### src/design/bpc_pkg.sv
`default_nettype none

package bpc_pkg;

    localparam int CFG_DATA_BITS = 16;
    localparam int CFG_ADDR_BITS = 3;
    localparam int STAMP_BITS    = 32;

    localparam logic [CFG_ADDR_BITS-1:0] REG_DEBOUNCE      = 3'd0;
    localparam logic [CFG_ADDR_BITS-1:0] REG_SHORT_PRESS   = 3'd1;
    localparam logic [CFG_ADDR_BITS-1:0] REG_LONG_PRESS    = 3'd2;
    localparam logic [CFG_ADDR_BITS-1:0] REG_DOUBLE_WINDOW = 3'd3;
    localparam logic [CFG_ADDR_BITS-1:0] REG_PRESSED_LEVEL = 3'd4;

    localparam logic [CFG_DATA_BITS-1:0] DEBOUNCE_RST      = 16'd50;
    localparam logic [CFG_DATA_BITS-1:0] SHORT_PRESS_RST   = 16'd300;
    localparam logic [CFG_DATA_BITS-1:0] LONG_PRESS_RST    = 16'd1000;
    localparam logic [CFG_DATA_BITS-1:0] DOUBLE_WINDOW_RST = 16'd300;

    localparam logic FUNC_EDGE = 1'b0;
    localparam logic FUNC_TICK = 1'b1;

    localparam logic [1:0] EV_NONE   = 2'd0;
    localparam logic [1:0] EV_SINGLE = 2'd1;
    localparam logic [1:0] EV_DOUBLE = 2'd2;
    localparam logic [1:0] EV_LONG   = 2'd3;

    localparam logic [1:0] COUNT_MAX = 2'd3;

    typedef enum logic [1:0] {
        PH_IDLE     = 2'd0,
        PH_PRESSED  = 2'd1,
        PH_RELEASED = 2'd2,
        PH_DCHECK   = 2'd3
    } phase_t;

    typedef struct packed {
        logic                  func;
        logic                  pin_level;
        logic [STAMP_BITS-1:0] now_ms;
    } bpc_in_t;

    typedef struct packed {
        logic [1:0] press_event;
        logic       analysis_active;
    } bpc_out_t;

endpackage

`default_nettype wire

### src/design/button_press_classifier.sv
// Button press classifier: single, double and long press detection.
// The result is registered when the input is transferred; the result register holds it.
// Throughput: one item per cycle; the input is taken whenever the result register
// is empty or its result is transferred in the same cycle.
// Reset (aresetn low, synchronous): phase idle, time stamps and count cleared,
// registers at their defaults, no result pending.
`default_nettype none

module button_press_classifier #(
    parameter int TIME_BITS = 32
) (
    input  wire                                     aclk,
    input  wire                                     aresetn,
    input  wire                                     s_valid,
    output logic                                    s_ready,
    input  bpc_pkg::bpc_in_t                        s_data,
    output logic                                    m_valid,
    input  wire                                     m_ready,
    output bpc_pkg::bpc_out_t                       m_data,
    input  wire                                     cfg_we,
    input  wire  [bpc_pkg::CFG_ADDR_BITS-1:0]       cfg_addr,
    input  wire  [bpc_pkg::CFG_DATA_BITS-1:0]       cfg_wdata
);
    import bpc_pkg::*;

    typedef logic [TIME_BITS-1:0] stamp_t;

    logic [CFG_DATA_BITS-1:0] debounce_reg;
    logic [CFG_DATA_BITS-1:0] short_press_reg;
    logic [CFG_DATA_BITS-1:0] long_press_reg;
    logic [CFG_DATA_BITS-1:0] double_window_reg;
    logic                     pressed_level_reg;

    phase_t     phase_reg, phase_next;
    stamp_t     press_time_reg, press_time_next;
    stamp_t     release_time_reg, release_time_next;
    stamp_t     last_edge_reg, last_edge_next;
    logic [1:0] count_reg, count_next;
    logic       ticking_reg, ticking_next;
    logic       m_valid_reg;
    bpc_out_t   m_data_reg;
    logic [1:0] event_next;

    logic [TIME_BITS+STAMP_BITS-1:0]    now_wide;
    logic [TIME_BITS+CFG_DATA_BITS-1:0] debounce_wide, short_wide, long_wide, window_wide;
    stamp_t now;
    stamp_t since_edge, since_press, hold_time, since_release;
    logic   take;
    logic   is_tick, edge_ok, is_press, long_hit, short_hit, window_over;

    assign now_wide      = {{TIME_BITS{1'b0}}, s_data.now_ms};
    assign now           = now_wide[TIME_BITS-1:0];
    assign debounce_wide = {{TIME_BITS{1'b0}}, debounce_reg};
    assign short_wide    = {{TIME_BITS{1'b0}}, short_press_reg};
    assign long_wide     = {{TIME_BITS{1'b0}}, long_press_reg};
    assign window_wide   = {{TIME_BITS{1'b0}}, double_window_reg};

    assign since_edge    = now - last_edge_reg;
    assign since_press   = now - press_time_reg;
    assign hold_time     = release_time_reg - press_time_reg;
    assign since_release = now - release_time_reg;

    assign s_ready     = !m_valid_reg || m_ready;
    assign take        = s_valid && s_ready;
    assign is_tick     = (s_data.func == FUNC_TICK) && ticking_reg;
    assign edge_ok     = (s_data.func == FUNC_EDGE)
                         && (since_edge > debounce_wide[TIME_BITS-1:0]);
    assign is_press    = (s_data.pin_level == pressed_level_reg);
    assign long_hit    = since_press > long_wide[TIME_BITS-1:0];
    assign short_hit   = hold_time <= short_wide[TIME_BITS-1:0];
    assign window_over = since_release > window_wide[TIME_BITS-1:0];

    always_comb begin
        phase_next        = phase_reg;
        press_time_next   = press_time_reg;
        release_time_next = release_time_reg;
        last_edge_next    = last_edge_reg;
        count_next        = count_reg;
        ticking_next      = ticking_reg;
        if (edge_ok) begin
            last_edge_next = now;
            if (is_press) begin
                press_time_next = now;
                phase_next      = PH_PRESSED;
                ticking_next    = 1'b1;
            end else begin
                release_time_next = now;
                phase_next        = PH_RELEASED;
            end
        end else if (is_tick) begin
            case (phase_reg)
                PH_RELEASED: begin
                    if (!long_hit && short_hit) begin
                        if (count_reg != COUNT_MAX) begin
                            count_next = count_reg + 2'd1;
                        end
                        phase_next = PH_DCHECK;
                    end else begin
                        phase_next   = PH_IDLE;
                        count_next   = 2'd0;
                        ticking_next = 1'b0;
                    end
                end
                PH_DCHECK: begin
                    if (window_over) begin
                        phase_next   = PH_IDLE;
                        count_next   = 2'd0;
                        ticking_next = 1'b0;
                    end
                end
                default: begin
                end
            endcase
        end
    end

    always_comb begin
        event_next = EV_NONE;
        if (is_tick) begin
            case (phase_reg)
                PH_RELEASED: begin
                    if (long_hit) begin
                        event_next = EV_LONG;
                    end else if (!short_hit) begin
                        event_next = EV_SINGLE;
                    end
                end
                PH_DCHECK: begin
                    if (window_over) begin
                        if (count_reg == 2'd1) begin
                            event_next = EV_SINGLE;
                        end else if (count_reg == 2'd2) begin
                            event_next = EV_DOUBLE;
                        end
                    end
                end
                default: begin
                end
            endcase
        end
    end

    always_ff @(posedge aclk) begin
        if (!aresetn) begin
            debounce_reg      <= DEBOUNCE_RST;
            short_press_reg   <= SHORT_PRESS_RST;
            long_press_reg    <= LONG_PRESS_RST;
            double_window_reg <= DOUBLE_WINDOW_RST;
            pressed_level_reg <= 1'b0;
        end else if (cfg_we) begin
            case (cfg_addr)
                REG_DEBOUNCE:      debounce_reg      <= cfg_wdata;
                REG_SHORT_PRESS:   short_press_reg   <= cfg_wdata;
                REG_LONG_PRESS:    long_press_reg    <= cfg_wdata;
                REG_DOUBLE_WINDOW: double_window_reg <= cfg_wdata;
                REG_PRESSED_LEVEL: pressed_level_reg <= cfg_wdata[0];
                default: begin
                end
            endcase
        end
    end

    always_ff @(posedge aclk) begin
        if (!aresetn) begin
            phase_reg        <= PH_IDLE;
            press_time_reg   <= '0;
            release_time_reg <= '0;
            last_edge_reg    <= '0;
            count_reg        <= 2'd0;
            ticking_reg      <= 1'b0;
            m_valid_reg      <= 1'b0;
        end else begin
            if (take) begin
                phase_reg        <= phase_next;
                press_time_reg   <= press_time_next;
                release_time_reg <= release_time_next;
                last_edge_reg    <= last_edge_next;
                count_reg        <= count_next;
                ticking_reg      <= ticking_next;
                m_valid_reg      <= 1'b1;
            end else if (m_ready) begin
                m_valid_reg <= 1'b0;
            end
        end
    end

    always_ff @(posedge aclk) begin
        if (take) begin
            m_data_reg.press_event     <= event_next;
            m_data_reg.analysis_active <= ticking_next;
        end
    end

    assign m_valid = m_valid_reg;
    assign m_data  = m_data_reg;

endmodule

`default_nettype wire
### config.mk
export PLATFORM = sky130hd
export DESIGN_NAME = button_press_classifier
export DESIGN_NICKNAME = d
export VERILOG_FILES = /design/src/design/bpc_pkg.sv /design/src/design/button_press_classifier.sv
export SDC_FILE = /design/constraint.sdc
export NUM_CORES = 1
export LEC_CHECK = 0
export BUFFER_PORTS_ARGS = -buffer_cell sky130_fd_sc_hd__buf_4
export CORE_ASPECT_RATIO = 1.1
export CORE_MARGIN = 2
export CORE_UTILIZATION = 35
export DETAILED_ROUTE_END_ITERATION = 16
export GPL_ROUTABILITY_DRIVEN = 0
export PLACE_DENSITY_LB_ADDON = 0.08
export SLEW_MARGIN = 0
export SYNTH_ARGS = -nofsm -noshare
export SYNTH_HDL_FRONTEND = slang
export SYNTH_SLANG_ARGS = --single-unit
### constraint.sdc
create_clock -name aclk -period 10.05 [get_ports aclk]
set_input_delay 1.005 -clock aclk [delete_from_list [all_inputs] [get_ports aclk]]
set_output_delay 1.005 -clock aclk [all_outputs]
set_load 0.02 [all_outputs]
# ---- Yosys cells after proc, flatten, opt, wreduce, memory -nomap -nowiden
# Index checks and enable logic that the tools add are counted.
dict set report op_classes {
  n_addsub 5
  mul 0
  n_div 0
  order_cmp 4
  n_eq_ne 13
  shift 0
  muxes 23
  n_bitwise 3
  reduce_logical 22
}
# operator count
set op_table {}
lappend op_table {{32-bit subtractor} 4}
lappend op_table {{32-bit by 16-bit greater-than comparator with 1-bit output} 3}
lappend op_table {{32-bit by 16-bit less-or-equal comparator with 1-bit output} 1}
lappend op_table {{2-bit two-way mux} 11}
lappend op_table {{2-bit one-hot mux with 2 select lines} 3}
lappend op_table {{2-bit AND reduction} 6}
lappend op_table {{1-bit two-way mux} 8}
lappend op_table {{2-bit equality test, second input constant} 3}
lappend op_table {{3-bit by 2-bit equality test with 1-bit output, second input constant} 2}
lappend op_table {{3-bit != test, second input constant} 2}
lappend op_table {{3-bit AND reduction} 2}
lappend op_table {{6-bit AND reduction} 1}
lappend op_table {{2-bit nonzero test} 3}
lappend op_table {{1-bit logical AND} 4}
lappend op_table {{2-bit != test, second input constant} 2}
lappend op_table {{4-bit AND reduction} 1}
lappend op_table {{3-bit by 1-bit equality test with 1-bit output, second input constant} 1}
lappend op_table {{3-bit equality test, second input constant} 1}
lappend op_table {{3-bit logical NOT} 1}
lappend op_table {{1-bit NOT} 3}
lappend op_table {{3-bit nonzero test} 1}
lappend op_table {{2-bit by 1-bit adder with 2-bit output, second input constant} 1}
lappend op_table {{2-bit by 1-bit equality test with 1-bit output, second input constant} 1}
lappend op_table {{1-bit logical NOT} 2}
lappend op_table {{other kinds (3)} 3}
dict set report totals {
  regBits 170
  latchBits 0
  ram_bits 0
  mem_bits_ro 0
  in_bits 58
  out_inout_bits 5
  wordCells 84
  memories 0
}

# ---- Longest topological paths before layout
# Gate-level depths: netlist of the first run.
dict set report depth {
  ltp_word 8
  ltp_mapped 22
}

# ---- Worst setup path before layout of the first run
# No wires, ideal clock.
dict set report synth_timing {
  path_type {input port to flip-flop}
  start {in s_data[0] (netlist name)}
  end {reg count_reg[0]}
  setup_time_ns 0.070
  arrival_ns 5.000
  slack_ns 4.979
  stages 21
  path_cell_list {inv_1 > ha_1 > fa_1 > nand2b_1 > a21oi_1 > nor2_1 > nor3_1 > nor2_1 > xnor2_1 > ha_1 > nand4_1 > nor4_1 > inv_1 > nor3_1 > o221a_2 > nand4_1 > nor4_1 > nand4_1 > or4b_1 > a21o_1 > a21oi_1}
}
dict set report synth_between {
  elab_chain_cells 6
}
# element line
set synth_lines {}
lappend synth_lines {{start: declaration} button_press_classifier.sv:16} ;# input bpc_pkg::bpc_in_t s_data,
lappend synth_lines {{32-bit subtractor} button_press_classifier.sv:59} ;# assign since_press = now - press_time_reg;
lappend synth_lines {{32-bit by 16-bit greater-than comparator with 1-bit output} button_press_classifier.sv:69} ;# assign long_hit = since_press > long_wide[TIME_BITS-1:0];
lappend synth_lines {{1-bit logical NOT} button_press_classifier.sv:93} ;# if (!long_hit && short_hit) begin
lappend synth_lines {{1-bit logical AND} button_press_classifier.sv:93}
lappend synth_lines {{3-bit != test (no source line) / 2-bit two-way mux (equally long branches)} n/a}
lappend synth_lines {{6-bit AND reduction (no source line) / 2-bit one-hot mux with 2 select lines (equally long branches)} n/a}
lappend synth_lines {{end signal: assignment} button_press_classifier.sv:178} ;# count_reg <= count_next;
lappend synth_lines {{end: declaration} button_press_classifier.sv:38} ;# logic [1:0] count_reg, count_next;
# Several ways; a longest one is shown, not always the timed one.
# A chain may end at the register's enable or synchronous reset.

# ---- Worst setup path in the final report of the first run
dict set report layout_timing {
  start {in s_data[0] (netlist name)}
  end {reg release_time_reg[31]}
}
dict set report layout_between {
  elab_chain_cells 4
}
# element line
set layout_lines {}
lappend layout_lines {{32-bit subtractor} button_press_classifier.sv:58} ;# assign since_edge = now - last_edge_reg;
lappend layout_lines {{32-bit by 16-bit greater-than comparator with 1-bit output} button_press_classifier.sv:67} ;# && (since_edge > debounce_wide[TIME_BITS-1:0]);
lappend layout_lines {{1-bit logical AND} button_press_classifier.sv:67}
lappend layout_lines {{3-bit AND reduction (no source line)} n/a}
lappend layout_lines {{end signal: assignment} button_press_classifier.sv:176} ;# release_time_reg <= release_time_next;
lappend layout_lines {{end: declaration} button_press_classifier.sv:36} ;# stamp_t release_time_reg, release_time_next;
# Every way passes these cells.

==> metrics.cfg, run 1 <==
[cells_and_area]
diodes=0
filler_cell_count=4892
multi_input_area_um2=11800
instances_no_fill=2805
layout.nets=2457
drive_above_1_share_pct=6.18
final_common_cell=nand2_1
syn2layout_area_growth_pct=9.15
final_cell_mix=nand2_1, a21oi_1, ha_1
ff_latch_area_um2=3430

[synthesis]
synth_edf_count=3
synth-seq-cells=170
synth.area.top_cells=dfxtp_1, ha_1, nand2_1
ys_warn_count=0
synth_cells=2208
synth.distinct_cells=96
ys_seq_area_share_pct=21.1
syn-cell-area_um2=16300
yosysTopAreaCellShare_pct=20.5
yosysTopAreaCell=dfxtp_1
ys.flop_type=dfxtp_1
postSynthAreaPerCell_um2=7.38
async_reset_ff_share_pct=0
syn_nets=2461

[global_routing]
groute.usage.overall_pct=22.8
grt_pass1_vias=15296
grt_max_degree=62
grt_pass1_wl_um=85700
grt_overflow_total=0
antenna_found_initial=0

[timing]
setup_tns_ns=0
maxSlewHeadroom_pct=35.9
hold_viol_final=0
final_max_slew_viol_count=0
worstMarginPinSlew_ns=0.955
rsz0062_at_grt=no
setup_viol_count_final=0
fin_worst_skew_ns=0.0132
timing.fmax_mhz=158
fin_crit_sh_pct=62.8
period_minus_slack_ns=6.31

[power_and_ir_drop]
ir_drop_mv=0.138
p_leak_nw=7.30
combPwrFrac_pct=38.3
switchingPower_mw=0.912
pwr-share-clk_pct=31.2
switching_share_pct=38.9
internal_power_mw=1.43
p_per_area_nw_per_um2=132
p_seq_share_pct=30.5

[clock_tree]
clock_path_buffers=2
postCtsHoldBufs=0
cts-resized-gates=0
insertion_delay_ns=0.47
clkTransAtPathRegs_ns=0.08
cts.sinks=170
cts_buffers=17
cts_setup_buffers=0
cts_tree=done
cts_root_buf=clkbuf_16
h-tree-depth=4

[die]
io_pins=63
initial_core_util_pct=35.6
dieArea_um2=48300
num_rows=82
die_w_um=210
fp.dieH_um=230
core_um2=45800

[hold_path]
min_from=long_press_reg[4]$_SDFFE_PN0P_
min_to=long_press_reg[4]$_SDFFE_PN0P_
hold_class=reg2reg
min_path_cells=2

[status]
status=completed

[critical_path]
crit_required_ns=10.43
crit_slowest_cell=a31oi_1
rr_endpoint=count_reg[0]$_SDFFE_PN0P_
start_kind=input pin
cp_max_fo=34
worstPathArrival_ns=6.70
cpPeakStageDelay_ns=0.54
reg2reg_depth=19
critPathBufInv=4
path_cells=buf_4 -> inv_1 -> ha_1 -> inv_1 -> fa_1 -> a211oi_1 -> o211ai_1 -> a31oi_1 -> xnor2_1 -> ha_1 -> nand4_1 -> or3_1 -> a211o_1 -> o2111ai_1 -> a21oi_1 -> nand3b_1 -> nor4_4 -> a31oi_4 -> nand2_4 -> nor2_4 -> buf_4 -> mux2i_1
r2r_slack_ns=4.12
r2r_start=press_time_reg[1]$_SDFFE_PN0P_
cp-end-kind=flip-flop
criticalPathCategory=in2reg
crit_family=compound AO/OA/AOI/OAI gates

[detailed_routing]
via_per_inst=5.65
detail_route.wl_per_cell_um=19.7
drt_pass1_iterations=5
drt_iter0_drc=880
routed_wl_um=55100
postRouteAntennaNets=0
drc=0
via_count=15852

[placed_design]
place_hpwl_um=44900
port_buffers=62
place_inst=2773

[run]
maxCapViolCount=0

[tightest hold or removal path, cell delays in order, from the launching register on]
cell	delay (ns)
dfxtp_1	0.31
nand2_1	0.05
a21oi_1	0.05
[worst max-delay path by stage]
| stage | from | to | slack (ns) | cells past startpoint |
|---|---|---|---|---|
| finish | s_data[0] | release_time_reg[31]$_SDFFE_PN0P_ | 3.74 | 22 |
| global route | s_data[0] | release_time_reg[27]$_SDFFE_PN0P_ | 3.35 | 22 |
| CTS | s_data[0] | release_time_reg[31]$_SDFFE_PN0P_ | 3.66 | 22 |
| detailed placement | s_data[0] | release_time_reg[31]$_SDFFE_PN0P_ | 3.21 | 22 |
| global placement | s_data[0] | release_time_reg[0]$_SDFFE_PN0P_ | 3.29 | 22 |
| floorplan | s_data[0] | count_reg[0]$_SDFFE_PN0P_ | 4.98 | 21 |
[area by class of cell]
type	instances	area share (%)
tap	588	4.14
clock buffer	17	2.39
multi-input combinational	1758	66.1
clock inverter	15	1.26
timing repair buffer	68	2.87
sequential	170	19.3
inverter	189	3.99
[synthesized netlist by cell type, types with 10 or more instances]
| cell type | number |
|---|---|
| nor2b_1 | 21 |
| a31oi_1 | 18 |
| nor3_1 | 31 |
| nand2b_1 | 20 |
| o21ai_0 | 103 |
| xor2_1 | 29 |
| ha_1 | 191 |
| mux2i_1 | 104 |
| a21o_1 | 39 |
| or3_1 | 18 |
| a211o_1 | 10 |
| and2_1 | 14 |
| a211oi_1 | 12 |
| inv_1 | 187 |
| o21a_1 | 37 |
| or2_2 | 11 |
| and3_1 | 11 |
| o31ai_1 | 12 |
| dfxtp_1 | 167 |
| nand4_1 | 47 |
| nand2_1 | 330 |
| nor4_1 | 16 |
| nand3_1 | 40 |
| xnor2_1 | 51 |
| o22ai_1 | 12 |
| a21oi_1 | 234 |
| nor2_1 | 161 |
| clkbuf_1 | 70 |
| o211ai_1 | 36 |
[layer usage]
metal	track usage [%]	up-vias	routed length, µm
met5	0	-	0
met4	7.58	0	1500
met3	2.33	84	2260
met2	39.2	348	26200
met1	29.7	7553	25200
li1	-	7867	-
[power groups by stage]
stage | combinational (mW) | clock, mW | sequential, mW
global placement | 0.882 | 0 | 0.731
floorplan | 0.643 | 0 | 0.725
finish | 0.897 | 0.732 | 0.716
CTS | 0.894 | 0.755 | 0.715
global route | 0.999 | 0.778 | 0.718
detailed placement | 0.889 | 0 | 0.731
[logic make-up (layout without fill, tap and decap cells)]
logic type | Yosys count | in the layout | synth area share [%]
XOR/XNOR | 80 | 80 | 4.30
AND/OR/NAND/NOR | 763 | 763 | 22.0
multiplexers | 105 | 105 | 6.46
buffers and inverters | 280 | 289 | 6.87
adder cells (fa/ha/maj) | 195 | 195 | 15.2
flip-flops | 170 | 170 | 21.1
AO/OA/AOI/OAI | 615 | 615 | 24.1
[per-stage QoR]
stage / hold slack, ns / utilization, % / setup WS, ns / instance area (µm²) / power, mW
2_1_floorplan: 0.436 / - / 4.98 / 16300 / 1.37
3_3_place_gp: 0.446 / 37.5 / 3.29 / 17100 / 1.61
3_5_place_dp: 0.448 / 37.5 / 3.21 / 17100 / 1.62
4_1_cts: 0.459 / 38.9 / 3.66 / 17800 / 2.36
5_1_grt: 0.477 / 38.9 / 3.35 / 17800 / 2.50
6_report: 0.458 / 38.9 / 3.74 / 17800 / 2.34
No activity file was read; power rests on OpenSTA's default activity.
==> inputs of run 2 (changes only) <==
==> constraint.sdc (replaced) <==
create_clock -name aclk -period 5.8 [get_ports aclk]
set_input_delay 0.58 -clock aclk [delete_from_list [all_inputs] [get_ports aclk]]
set_output_delay 0.58 -clock aclk [all_outputs]
set_load 0.02 [all_outputs]
==> run 2 against run 1 <==
Clock power is 61% higher. Register-to-register slack worse by 3.9 ns. Critical path type is now reg2reg. Clock skew decreased by 0.0019 ns. Highest routed layer unchanged. Non-clock buffer count grew 19. Sequential power is 73% higher. Final area up 1.0%. Combinational power is 76% higher. Total power grew 71%. Die area did not move. Critical path depth fell by 1. First-iteration DRC count up 7.0%.
==> metrics.cfg, run 2 (same netlist as run 1, synthesis figures left out) <==
[status]
status=completed

[global_routing]
groute.usage.overall_pct=23.0
grt_max_degree=88
grt_pass1_vias=15330
grt_pass1_wl_um=86200
antenna_found_initial=0
grt_overflow_total=0

[timing]
fin_crit_sh_pct=96.4
fin_worst_skew_ns=0.0113
worstMarginPinSlew_ns=1.09
timing.hold.ws_ns=0.363
period_minus_slack_ns=5.59
timing.fmax_mhz=179
maxSlewHeadroom_pct=26.5
hold_viol_final=0
setup_viol_count_final=0
setup_tns_ns=0
final_max_slew_viol_count=0

[clock_tree]
clkTransAtPathRegs_ns=0.08
h-tree-depth=4
cts.sinks=170
cts_buffers=17
postCtsHoldBufs=0
insertion_delay_ns=0.47
cts_tree=done
cts_root_buf=clkbuf_16
clock_path_buffers=2

[cells_and_area]
final_cell_mix=nand2_1, a21oi_1, ha_1
syn2layout_area_growth_pct=10.3
layout.nets=2476
final_common_cell=nand2_1
drive_above_1_share_pct=7.33
diodes=0
instances_no_fill=2824
design_area_um2=18000
filler_cell_count=4883

[critical_path]
worstPathArrival_ns=5.99
criticalPathCategory=reg2reg
crit_required_ns=6.20
start_kind=flip-flop
cp-end-kind=flip-flop
cp_max_fo=4

[power_and_ir_drop]
p_leak_nw=7.41
ir_drop_mv=0.229
p_per_area_nw_per_um2=223

[die]
core_um2=45800
io_pins=63
dieArea_um2=48300
die_w_um=210
initial_core_util_pct=35.6
fp.dieH_um=230
num_rows=82

[detailed_routing]
drc=0
via_per_inst=5.68
drt_pass1_iterations=5
drt_iter0_drc=942
routed_wl_um=56100
detail_route.wl_per_cell_um=19.9
via_count=16052
postRouteAntennaNets=0

[placed_design]
placed_area_um2=17300
port_buffers=62
place_inst=2790
place_hpwl_um=45700

[run]
maxCapViolCount=0

[hold_path]
hold_class=in2reg

-- run 2: changes by cell type in the layout (fill, tap and decap cells not counted), sizes merged --
cell,before,now
buf,68,87
bufinv,2,0
clkinv,8,6
clkinvlp,0,2
inv,194,196
-- run 2: worst max-delay path, cell delays in order (launching register included) --
cell,delay (ns)
dfxtp_1,0.43
inv_1,0.10
ha_1,0.28
nor2b_1,0.21
o2111ai_2,0.22
a21o_1,0.30
and2_1,0.21
o21ai_0,0.23
xor2_1,0.21
ha_1,0.28
nand4_1,0.17
nor2_1,0.06
a221o_1,0.33
nor3_2,0.29
o21ai_0,0.13
or3b_2,0.47
a2111oi_0,0.47
nand4b_1,0.15
buf_4,0.19
or4b_1,0.50
a21o_1,0.19
a21oi_1,0.10
-- run 2: cell type report --
class	count	area, µm²	area share [%]
clock inverters	15	174	0.967
multi-input cells	1758	11800	65.7
flip-flops and latches	170	3430	19.1
clock buffers	17	425	2.37
well taps	588	736	4.09
inverters	189	711	3.95
repair buffers	87	691	3.84
-- run 2: path summary, 6_finish.rpt --
path                                  start  cells past startpoint                            end  slack (ns)
max          press_time_reg[1]$_SDFFE_PN0P_                     21      count_reg[0]$_SDFFE_PN0P_        0.21
min                                 s_valid                      3           m_valid$_SDFFE_PN0P_        0.36
max reg2reg  press_time_reg[1]$_SDFFE_PN0P_                     21      count_reg[0]$_SDFFE_PN0P_        0.21
min reg2reg   debounce_reg[10]$_SDFFE_PN0P_                      2  debounce_reg[10]$_SDFFE_PN0P_        0.46
-- run 2: through the flow --
step,setup slack (ns),total power [mW],util [%]
floorplan,1.11,2.37,-
global placement,-0.684,2.81,37.8
detailed placement,-0.635,2.82,37.8
CTS,0.0183,4.02,39.2
global route,-0.00393,4.25,39.3
finish,0.208,4.01,39.3
-- run 2: where the power goes --
group / internal [mW] / switching, mW
registers: 1.21 / 0.0281
clock network: 0.582 / 0.602
logic: 0.621 / 0.964
-- run 2: repair_timing --
item | CTS | global route
gates cloned | 0 | 0
pin swaps | 0 | 2
endpoints found under the setup margin | 5 | 7
gates resized for setup | 2 | 10
setup buffers | 0 | 2
hold endpoints to repair | 0 | 0
-- run 2: metal layers --
metal  GRT usage (%)  share of wire, %  vias to the layer above
met5               0                 0                        -
met4            7.49               2.5                        0
met3            2.01               3.9                       74
met2            40.2                48                      415
met1            29.7                45                     7656
li1                -                 -                     7907
==> inputs of run 3 (changes only) <==
--- a/config.mk
+++ b/config.mk
@@ -6,9 +6,11 @@
 export NUM_CORES = 1
 export LEC_CHECK = 0
 export BUFFER_PORTS_ARGS = -buffer_cell sky130_fd_sc_hd__buf_4
+export CELL_PAD_IN_SITES_DETAIL_PLACEMENT = 0
+export CELL_PAD_IN_SITES_GLOBAL_PLACEMENT = 2
 export CORE_ASPECT_RATIO = 1.1
 export CORE_MARGIN = 2
-export CORE_UTILIZATION = 35
+export CORE_UTILIZATION = 34
 export DETAILED_ROUTE_END_ITERATION = 16
 export GPL_ROUTABILITY_DRIVEN = 0
 export PLACE_DENSITY_LB_ADDON = 0.08
==> run 3 against run 2 <==
Critical endpoint unchanged. Die area increased by 2.9%. Total power is 1.2% lower. Via count is 1.2% lower. Final cell count grew 2.5%. Clock power down 6%. Combinational power hardly changed. Sequential power is essentially flat. Worst hold slack worse by 0.018 ns. Final area rose by 0.56%. Setup slack improved by 0.013 ns. Critical path type unchanged. Count of clock-buffer cells in the layout is 5 higher.
==> metrics.cfg, run 3 (same netlist as run 1, synthesis figures left out) <==
[status]
status=completed

[timing]
rsz0062_at_grt=no
fin_worst_skew_ns=0.0192
timing.fmax_mhz=179
setup_tns_ns=0
maxSlewHeadroom_pct=31.0
worstMarginPinSlew_ns=1.03
final_max_slew_viol_count=0
fin_crit_sh_pct=96.2
setup_viol_count_final=0
period_minus_slack_ns=5.58
hold_viol_final=0

[power_and_ir_drop]
p_leak_nw=7.44
ir_drop_mv=0.217
p_per_area_nw_per_um2=219

[clock_tree]
cts_root_buf=clkbuf_16
cts_buffers=17
h-tree-depth=4
clock_path_buffers=2
cts_tree=done
clkTransAtPathRegs_ns=0.07
cts_setup_buffers=0
cts.sinks=170
insertion_delay_ns=0.49

[global_routing]
grt_pass1_wl_um=89900
grt_max_degree=84
groute.usage.overall_pct=24.0
grt_overflow_total=0
grt_pass1_vias=15658
antenna_found_initial=0

[critical_path]
cp-end-kind=flip-flop
start_kind=flip-flop
critPathLaunch=press_time_reg[1]$_SDFFE_PN0P_
crit_slowest_cell=or4b_1
criticalPathCategory=reg2reg
cpPeakStageDelay_ns=0.55
path_cells=inv_1 -> ha_1 -> nor2b_1 -> o2111ai_2 -> a211oi_1 -> o21ai_0 -> xnor2_1 -> ha_1 -> nand4_1 -> nor2_1 -> a221o_1 -> nor3_2 -> o21ai_0 -> or3b_2 -> a2111oi_0 -> nand4b_1 -> or4b_1 -> a21o_1 -> a21oi_1
crit_family=compound AO/OA/AOI/OAI gates
r2r_start=press_time_reg[1]$_SDFFE_PN0P_
rr_endpoint=count_reg[0]$_SDFFE_PN0P_
worstPathArrival_ns=5.99
critPathBufInv=1
cp_max_fo=4
crit_required_ns=6.21
r2r_slack_ns=0.22
reg2reg_depth=19

[hold_path]
min_path_cells=3
hold_class=in2reg
min_to=m_valid$_SDFFE_PN0P_
min_from=s_valid

[die]
die_w_um=213
core_um2=47600
initial_core_util_pct=34.2
fp.dieH_um=234
io_pins=63
num_rows=84
dieArea_um2=49700

[detailed_routing]
drt_pass1_iterations=5
detail_route.wl_per_cell_um=20.2
drt_iter0_drc=937
drc=0
via_count=15852
routed_wl_um=58400
postRouteAntennaNets=0
via_per_inst=5.48

[cells_and_area]
diodes=0
drive_above_1_share_pct=7.56
syn2layout_area_growth_pct=10.9
fin_util_pct=38.0
final_common_cell=nand2_1
layout.nets=2489
final_cell_mix=nand2_1, a21oi_1, ha_1
design_area_um2=18100

[run]
maxCapViolCount=0

[placed_design]
placed_area_um2=17500
port_buffers=62
place_hpwl_um=48200

## run 3: where the power goes
group	internal (mW)	total, mW	switching, mW	leakage (nW)
Sequential	1.21	1.24	0.0271	1.39
Clock	0.566	1.11	0.546	0.264
Combinational	0.633	1.61	0.977	5.78
Total	2.41	3.96	1.55	7.44
## run 3: how the worst max path moves through the flow
stage                                endpoint  slack [ns]  depth (start not counted)
floorplan           count_reg[0]$_SDFFE_PN0P_        1.11                         21
global placement    count_reg[0]$_SDFFE_PN0P_       0.008                         20
detailed placement  count_reg[0]$_SDFFE_PN0P_        0.02                         20
CTS                 count_reg[0]$_SDFFE_PN0P_        0.14                         20
global route        count_reg[0]$_SDFFE_PN0P_       0.004                         19
finish              count_reg[0]$_SDFFE_PN0P_        0.22                         19
## run 3: worst reg2reg max path: stages, from the launching register on
cell and delay (ns):
dfxtp_1 0.44, inv_1 0.11, ha_1 0.28, nor2b_1 0.18, o2111ai_2 0.17, a211oi_1 0.46, o21ai_0 0.31, xnor2_1 0.21
ha_1 0.33, nand4_1 0.18, nor2_1 0.06, a221o_1 0.33, nor3_2 0.29, o21ai_0 0.13, or3b_2 0.46, a2111oi_0 0.47
nand4b_1 0.25, or4b_1 0.55, a21o_1 0.19, a21oi_1 0.11
## run 3: stage by stage
step	cells	worst slack (ns)	hold slack, ns	power (mW)
finish	2894	0.221	0.344	3.96
global route	2894	0.00360	0.346	4.23
CTS	2894	0.136	0.305	4.00
detailed placement	2862	0.0154	0.446	2.86
global placement	2862	0.00783	0.444	2.85
floorplan	2208	1.11	0.436	2.37
## run 3: repair_timing
action / CTS / global route
endpoints found under the setup margin: 1 / 6
gates cloned: 0 / 0
hold endpoints to repair: 0 / 0
resized for setup: 1 / 5
hold buffers: 0 / 0
## run 3: area by class of cell
cell class | instances | area (µm²)
Inverter | 189 | 712
Tap cell | 645 | 807
Clock inverter | 10 | 81.3
Multi-Input combinational cell | 1758 | 11800
Fill cell | 5057 | 29500
Clock buffer | 22 | 454
Sequential cell | 170 | 3430
Timing Repair Buffer | 100 | 813
## run 3: per-layer routing
layer	share of wire [%]	wire, µm	vias to the layer above	GRT usage (%)
met4	2.9	1680	0	9.00
met1	47	27700	7552	31.8
met3	3.7	2170	77	3.01
met2	46	26800	295	39.7
met5	0	0	-	0
li1	-	-	7928	-
